===== config.mk =====
export PLATFORM = sky130hd
export DESIGN_NAME = kzma_cell
export DESIGN_NICKNAME = d
export VERILOG_FILES = /design/src/hdl/kzma_pkg.sv /design/src/hdl/kzma_cell.sv
export SDC_FILE = /design/constraint.sdc
export NUM_CORES = 1
export LEC_CHECK = 0
export ABC_CLOCK_PERIOD_IN_PS = 21200
export BUFFER_PORTS_ARGS = -buffer_cell sky130_fd_sc_hd__buf_2
export CORE_MARGIN = 3
export CORE_UTILIZATION = 30
export DETAILED_ROUTE_END_ITERATION = 12
export GPL_TIMING_DRIVEN = 0
export PLACE_DENSITY = 0.54
export SLEW_MARGIN = 10
export SYNTH_ARGS = -nofsm -noshare
export SYNTH_HDL_FRONTEND = slang
export SYNTH_SLANG_ARGS = --single-unit

===== constraint.sdc =====
create_clock -name clk -period 21.2 [get_ports clk]
set_input_delay 3.18 -clock clk [delete_from_list [all_inputs] [get_ports clk]]
set_output_delay 3.18 -clock clk [all_outputs]
set_load 0.03 [all_outputs]

===== src/hdl/kzma_pkg.sv =====
`timescale 1ns / 1ps

package kzma_pkg;

	localparam int MAX_HALF = 7;
	localparam int MAX_ITERS = 8;
	localparam int SAMPLE_BITS = 32;

	localparam int PORT_BITS = 32;
	localparam int HALF_BITS = 3;
	localparam int ITERS_BITS = 4;
	localparam int CFG_DATA_BITS = 4;
	localparam int CFG_INDEX_BITS = 1;

	// Quotient bits resolved per cycle by the divider in each cell.
	localparam int DIGIT_BITS = 4;

	localparam logic [CFG_INDEX_BITS-1:0] CFG_HALF_WIDTH = CFG_INDEX_BITS'(0);
	localparam logic [CFG_INDEX_BITS-1:0] CFG_ITERATIONS = CFG_INDEX_BITS'(1);

	localparam logic [HALF_BITS-1:0] HALF_RESET = HALF_BITS'(1);
	localparam logic [ITERS_BITS-1:0] ITERS_RESET = ITERS_BITS'(3);

	typedef enum logic [0:0] {
		ST_IDLE,
		ST_DIV
	} cell_state_t;

	typedef struct packed {
		logic clear;
		logic active;
		logic [HALF_BITS-1:0] half;
	} cell_ctrl_t;

endpackage


===== src/hdl/kzma_cell.sv =====
`timescale 1ns / 1ps

module kzma_cell #(
	parameter int MAX_HALF = kzma_pkg::MAX_HALF,
	parameter int SAMPLE_BITS = kzma_pkg::SAMPLE_BITS
) (
	input  logic clk,
	input  logic arst_n,
	input  kzma_pkg::cell_ctrl_t ctrl,
	input  logic in_valid,
	output logic in_ready,
	input  logic [SAMPLE_BITS-1:0] in_sample,
	input  logic in_last,
	output logic out_valid,
	input  logic out_ready,
	output logic [SAMPLE_BITS-1:0] out_sample,
	output logic out_last
);

	localparam int WIN_DEPTH = 2 * MAX_HALF + 1;
	localparam int CNT_W = $clog2(WIN_DEPTH + 1);
	localparam int IDX_W = $clog2(WIN_DEPTH);
	localparam int SUM_W = SAMPLE_BITS + $clog2(WIN_DEPTH);
	localparam int DIV_STEPS = (SUM_W + kzma_pkg::DIGIT_BITS - 1) / kzma_pkg::DIGIT_BITS;
	localparam int DIV_W = DIV_STEPS * kzma_pkg::DIGIT_BITS;
	localparam int STEP_W = $clog2(DIV_STEPS + 1);

	kzma_pkg::cell_state_t state_q, state_d;

	logic [SAMPLE_BITS-1:0] win_q [WIN_DEPTH];
	logic [SUM_W-1:0] sum_q;
	logic [CNT_W-1:0] fill_q;
	logic [CNT_W-1:0] emitted_q;
	logic [CNT_W-1:0] cnt_q;
	logic [CNT_W-1:0] pend_q;
	logic flush_q;
	logic [SUM_W-1:0] acc_q;
	logic [DIV_W-1:0] dq_q;
	logic [CNT_W-1:0] rem_q;
	logic [STEP_W-1:0] step_q;
	logic out_valid_q;
	logic [SAMPLE_BITS-1:0] out_sample_q;
	logic out_last_q;

	logic [CNT_W-1:0] h_cnt;
	logic [CNT_W-1:0] len;
	logic [IDX_W-1:0] rd_idx;
	logic [SAMPLE_BITS-1:0] rd_data;
	logic out_free;
	logic accept;
	logic out_set;
	logic full;
	logic [CNT_W-1:0] fill_n;
	logic [CNT_W-1:0] emit_n;
	logic [SUM_W-1:0] sum_n;
	logic [CNT_W-1:0] pend_n;
	logic want;
	logic div_done;
	logic load;
	logic more;
	logic [CNT_W-1:0] pend_nx;
	logic drop;
	logic [SUM_W-1:0] acc_nx;
	logic [CNT_W-1:0] rem_x;
	logic [DIV_W-1:0] dq_x;
	logic [CNT_W:0] trial;

	assign h_cnt = CNT_W'(ctrl.half);
	assign len = CNT_W'({ctrl.half, 1'b1});

	// One read port serves both the eviction on a push and the window shrink during a flush.
	assign rd_idx = (state_q == kzma_pkg::ST_IDLE) ? IDX_W'(len - 1'b1) : IDX_W'(cnt_q - 1'b1);
	assign rd_data = win_q[rd_idx];

	assign out_free = !out_valid_q || out_ready;
	assign accept = in_valid && in_ready;

	assign full = fill_q >= len;
	assign fill_n = full ? fill_q : fill_q + 1'b1;
	assign emit_n = (full && emitted_q != '0) ? emitted_q - 1'b1 : emitted_q;
	assign sum_n = sum_q - (full ? SUM_W'(rd_data) : '0) + SUM_W'(in_sample);
	assign pend_n = fill_n - emit_n;
	assign want = in_last || (pend_n > h_cnt);

	assign div_done = step_q == STEP_W'(DIV_STEPS);
	assign load = (state_q == kzma_pkg::ST_DIV) && div_done && out_free;
	assign more = flush_q && (pend_q != CNT_W'(1));
	assign pend_nx = pend_q - 1'b1;
	assign drop = (pend_nx + h_cnt) < cnt_q;
	assign acc_nx = drop ? acc_q - SUM_W'(rd_data) : acc_q;

	assign out_set = !ctrl.clear && ((accept && !ctrl.active) || load);

	always_comb begin
		rem_x = rem_q;
		dq_x = dq_q;
		trial = '0;
		for (int i = 0; i < kzma_pkg::DIGIT_BITS; i++) begin
			trial = {rem_x, dq_x[DIV_W-1]};
			dq_x = {dq_x[DIV_W-2:0], 1'b0};
			if (trial >= {1'b0, cnt_q}) begin
				trial = trial - {1'b0, cnt_q};
				dq_x[0] = 1'b1;
			end
			rem_x = trial[CNT_W-1:0];
		end
	end

	always_ff @(posedge clk or negedge arst_n) begin
		if (!arst_n) begin
			state_q <= kzma_pkg::ST_IDLE;
		end else begin
			state_q <= state_d;
		end
	end

	always_comb begin
		state_d = state_q;
		in_ready = 1'b0;
		unique case (state_q)
			kzma_pkg::ST_IDLE: begin
				in_ready = out_free;
				if (accept && ctrl.active && want) begin
					state_d = kzma_pkg::ST_DIV;
				end
			end
			kzma_pkg::ST_DIV: begin
				if (load && !more) begin
					state_d = kzma_pkg::ST_IDLE;
				end
			end
			default: state_d = kzma_pkg::ST_IDLE;
		endcase
		if (ctrl.clear) begin
			state_d = kzma_pkg::ST_IDLE;
		end
	end

	always_ff @(posedge clk or negedge arst_n) begin
		if (!arst_n) begin
			sum_q <= '0;
			fill_q <= '0;
			emitted_q <= '0;
			cnt_q <= '0;
			pend_q <= '0;
			flush_q <= 1'b0;
			step_q <= '0;
			out_valid_q <= 1'b0;
		end else begin
			if (out_set) begin
				out_valid_q <= 1'b1;
			end else if (out_ready) begin
				out_valid_q <= 1'b0;
			end
			if (ctrl.clear) begin
				sum_q <= '0;
				fill_q <= '0;
				emitted_q <= '0;
				step_q <= '0;
			end else if (accept && ctrl.active) begin
				fill_q <= fill_n;
				emitted_q <= emit_n;
				sum_q <= sum_n;
				if (want) begin
					pend_q <= pend_n;
					cnt_q <= fill_n;
					flush_q <= in_last;
					step_q <= '0;
				end
			end else if (state_q == kzma_pkg::ST_DIV) begin
				if (!div_done) begin
					step_q <= step_q + 1'b1;
				end else if (out_free) begin
					if (more) begin
						pend_q <= pend_nx;
						emitted_q <= emitted_q + 1'b1;
						step_q <= '0;
						if (drop) begin
							cnt_q <= cnt_q - 1'b1;
						end
					end else if (flush_q) begin
						sum_q <= '0;
						fill_q <= '0;
						emitted_q <= '0;
					end else begin
						emitted_q <= emitted_q + 1'b1;
					end
				end
			end
		end
	end

	always_ff @(posedge clk) begin
		if (accept && ctrl.active) begin
			win_q[0] <= in_sample;
			for (int k = 1; k < WIN_DEPTH; k++) begin
				win_q[k] <= win_q[k-1];
			end
			if (want) begin
				acc_q <= sum_n;
				dq_q <= DIV_W'(sum_n);
				rem_q <= '0;
			end
		end
		if (state_q == kzma_pkg::ST_DIV) begin
			if (!div_done) begin
				dq_q <= dq_x;
				rem_q <= rem_x;
			end else if (out_free && more) begin
				acc_q <= acc_nx;
				dq_q <= DIV_W'(acc_nx);
				rem_q <= '0;
			end
		end
		if (accept && !ctrl.active) begin
			out_sample_q <= in_sample;
			out_last_q <= in_last;
		end else if (load) begin
			out_sample_q <= dq_q[SAMPLE_BITS-1:0];
			out_last_q <= flush_q && (pend_q == CNT_W'(1));
		end
	end

	assign out_valid = out_valid_q;
	assign out_sample = out_sample_q;
	assign out_last = out_last_q;

endmodule


==> run_results.csv <==
group,metric,value,unit
sta,slew_headroom,0.134,
detailed_routing,wirelength,89700,um
clock_network,cts-resized-gates,0,
worst_setup_path,path_class,"in2reg",
sta,fmax,0.0974,GHz
floorplan,row_count,117,
floorplan,core,103000,sq um
pwr,power.share.clock,0.249,
cells_and_area,final_area,36100,sq um
sta,period_needed,10.27,ns
sta,hold_viol_final,0,
global_route,grt_pass1_wl,133000,um
global_route,grt_usage,0.165,
worst_setup_path,worstReg2RegEnd,"dq_q[35]$_DFF_P_",
cells_and_area,drive_gt1_frac,0.132,
placed_design,io_buffers,76,
synthesis,ys.flop_type,"edfxtp_1",
sta,period_share,0.484,
placed_design,dp_slack,10.23,ns
placed_design,gp_congestion,0.906,
worst_setup_path,worstRegToRegCells,25,
pwr,pwr-share-comb,0.426,
floorplan,die_area,108000,sq um
sta,worstMarginPinSlew,1.28,ns
cells_and_area,fin_nets,2790,
worst_setup_path,r2r-start,"cnt_q[1]$_DFFE_PN0P_",
worst_setup_path,critPathCaptureType,"flip-flop",
sta,skew,0.0373,ns
synthesis,avgSynthCellArea,12.8,sq um
pwr,seqPwrFrac,0.325,
clock_network,cts_tree,"built",
synthesis,synth-seq-cells,648,
cells_and_area,area_growth,15.5,%
detailed_routing,initialDrtViolationCount,1921,
pwr,worst_ir_drop_vdd,0.220,mV
global_route,antenna_found_initial,6,
synthesis,syn-cell-area,31300,sq um
floorplan,initial_core_util,0.305,
synthesis,yosysMostFrequentCell,"edfxtp_1",
synthesis,synth_cell_types,81,
worst_setup_path,setup.worst_path.start_class,"primary input",
worst_setup_path,required,21.73,ns
synthesis,synth_nets,2623,
pwr,switching_power,2.01,mW
clock_network,path_clk_slew,0.06,ns
run,maxCapViolations,0,
floorplan,fp.dieW,329,um
clock_network,root_buffer,"clkbuf_16",
synthesis,yosysTopAreaCell,"edfxtp_1",
clock_network,cts_hold_buf,0,
synthesis,yosys-top-cells-count,"513 x edfxtp_1, 248 x nand2_1, 187 x inv_1",
pwr,power.density,144,nW/um^2
global_route,grt_max_degree,60,
placed_design,dp_hpwl,64500,um
detailed_routing,dr.pass1.iters,7,
synthesis,synth_area_leaders,"edfxtp_1 49%, mux4_2 6.9%, dfxtp_1 4.9%",
outcome,status,"completed",
worst_setup_path,arrival,10.79,ns
global_route,grt_overflow,0,
floorplan,ioPinCount,77,
placed_design,placed_area,33700,sq um
floorplan,fp.dieH,329,um
clock_network,cts_sinks,648,
clock_network,cts.htree.levels,3,
worst_setup_path,rrSetupSlack,12.30,ns
global_route,grt_pass1_vias,20439,
synthesis,synth_edf_count,513,
sta,setup_ws,10.93,ns
sta,slew_violations,0,
synthesis,synth_top_cell_area_share,0.493,
detailed_routing,vias,20595,
pwr,swShare,0.387,
detailed_routing,via_per_inst,5.11,
pwr,p_int,3.18,mW
sta,rsz0062_at_grt,"false",
synthesis,syn_inst,2435,
synthesis,async_flop_share,0.0910,
detailed_routing,ant_nets,0,
detailed_routing,drc,0,
worst_setup_path,critPathMaxFanout,10,
clock_network,worstSkewPairLatency,0.64,ns
worst_setup_path,endpoint,"dq_q[35]$_DFF_P_",
worst_setup_path,timing.critical_path.from,"ctrl[1]",
clock_network,clock_path_buffers,3,
pwr,leakagePower,13.4,nW
sta,setup_viol,0,
clock_network,cts_buffers,76,
min_path,holdCritPathClass,"reg2reg",
synthesis,ys_seq_area_frac,0.589,
clock_network,cts_setup_buffers,0,
synthesis,yosysWarnings,0,
detailed_routing,routedWlPerCell,22.2,um
-- kinds of logic after synthesis --
group / share of synthesized area
flip-flops: 0.589
AND/OR/NAND/NOR: 0.0785
AO/OA/AOI/OAI: 0.109
buffers and inverters: 0.0349
multiplexers: 0.0992
adder cells (fa/ha/maj): 0.0678
XOR/XNOR: 0.0220
-- worst max-delay path, cell delays in order --
cell and delay [ns]:
buf_2 0.14, a21oi_1 0.79, clkbuf_1 0.52, buf_1 0.70, mux4_2 0.42, mux2i_1 0.14
nor2_1 0.06, a21oi_1 0.69, nor2_1 0.16, fa_1 0.53, inv_1 0.06, ha_1 0.29
a211oi_1 0.29, o21ai_1 0.14, and4b_1 0.27, o21a_1 0.24, o311ai_1 1.08, o311ai_0 0.25
o311ai_1 0.24, xor2_1 0.19, o22ai_1 0.11, a221o_1 0.28
-- cells in the final DEF (no fill, tap or decap), drive strengths merged, types with 17 or more instances in the layout --
cell type    n
inv        189
a21o        37
mux4        96
a22o        33
dfrtp       59
fa          39
xnor2       46
a211oi      25
ha         107
buf        110
clkbuf     191
edfxtp     513
nor2       154
o21ai      156
dfxtp       76
nand2      249
mux2        38
a21oi      122
xor2        30
o21a        17
nand3       79
clkinv      21
nor3        18
mux2i       51
-- sequential cells by signal, indices dropped and copies added (netlist names) --
name	count
state_q	1
out_last	1
acc_q	36
dq_q	36
fill_q	4
pend_q	4
rem_q	4
step_q	4
flush_q	1
out_sample	32
win_q	480
sum_q	36
emitted_q	4
out_valid	1
cnt_q	4
-- cell type report --
cell class,count,area (sq um)
fillers,10026,66500
flip-flops and latches,648,18400
multi-input cells,1498,11800
clock buffers,110,2200
well taps,1368,1710
inverters,187,702
repair buffers,89,679
plain buffers,102,398
clock inverters,28,248
diodes,3,7.51
-- routing by layer --
| metal | track usage | wire length, um |
|---|---|---|
| met5 | 0 | 15 |
| met4 | 0.0500 | 2460 |
| met2 | 0.258 | 40900 |
| met3 | 0.0369 | 7240 |
| met1 | 0.228 | 39100 |
-- how the worst min path moves through the flow --
| stage | from | endpoint | slack (ns) | cells after the start |
|---|---|---|---|---|
| floorplan | win_q[0][0]$_DFFE_PP_ | win_q[1][0]$_DFFE_PP_ | 0.42 | 0 |
| global placement | win_q[4][23]$_DFFE_PP_ | win_q[5][23]$_DFFE_PP_ | 0.42 | 0 |
| detailed placement | win_q[2][13]$_DFFE_PP_ | win_q[3][13]$_DFFE_PP_ | 0.43 | 0 |
| CTS | win_q[1][30]$_DFFE_PP_ | win_q[2][30]$_DFFE_PP_ | 0.43 | 0 |
| global route | win_q[1][30]$_DFFE_PP_ | win_q[2][30]$_DFFE_PP_ | 0.44 | 0 |
| finish | win_q[1][30]$_DFFE_PP_ | win_q[2][30]$_DFFE_PP_ | 0.43 | 0 |
-- stage by stage --
step	utilization	total power, mW	hold WS, ns	setup TNS (ns)	cells
3_5_place_dp	0.328	3.90	0.427	0	3892
4_1_cts	0.352	5.21	0.430	0	4030
6_report	0.352	5.19	0.427	0	4033
2_1_floorplan	-	3.31	0.421	0	2435
3_3_place_gp	0.325	3.94	0.425	-1639.39	3879
5_1_grt	0.352	5.52	0.436	0	4030
-- power groups by stage --
stage	sequential [mW]	clock, mW	combinational (mW)
global placement	1.76	0	2.17
finish	1.69	1.29	2.21
CTS	1.68	1.32	2.21
detailed placement	1.71	0	2.19
floorplan	1.70	0	1.61
global route	1.70	1.37	2.45
Power figures use the tool's default switching activity.
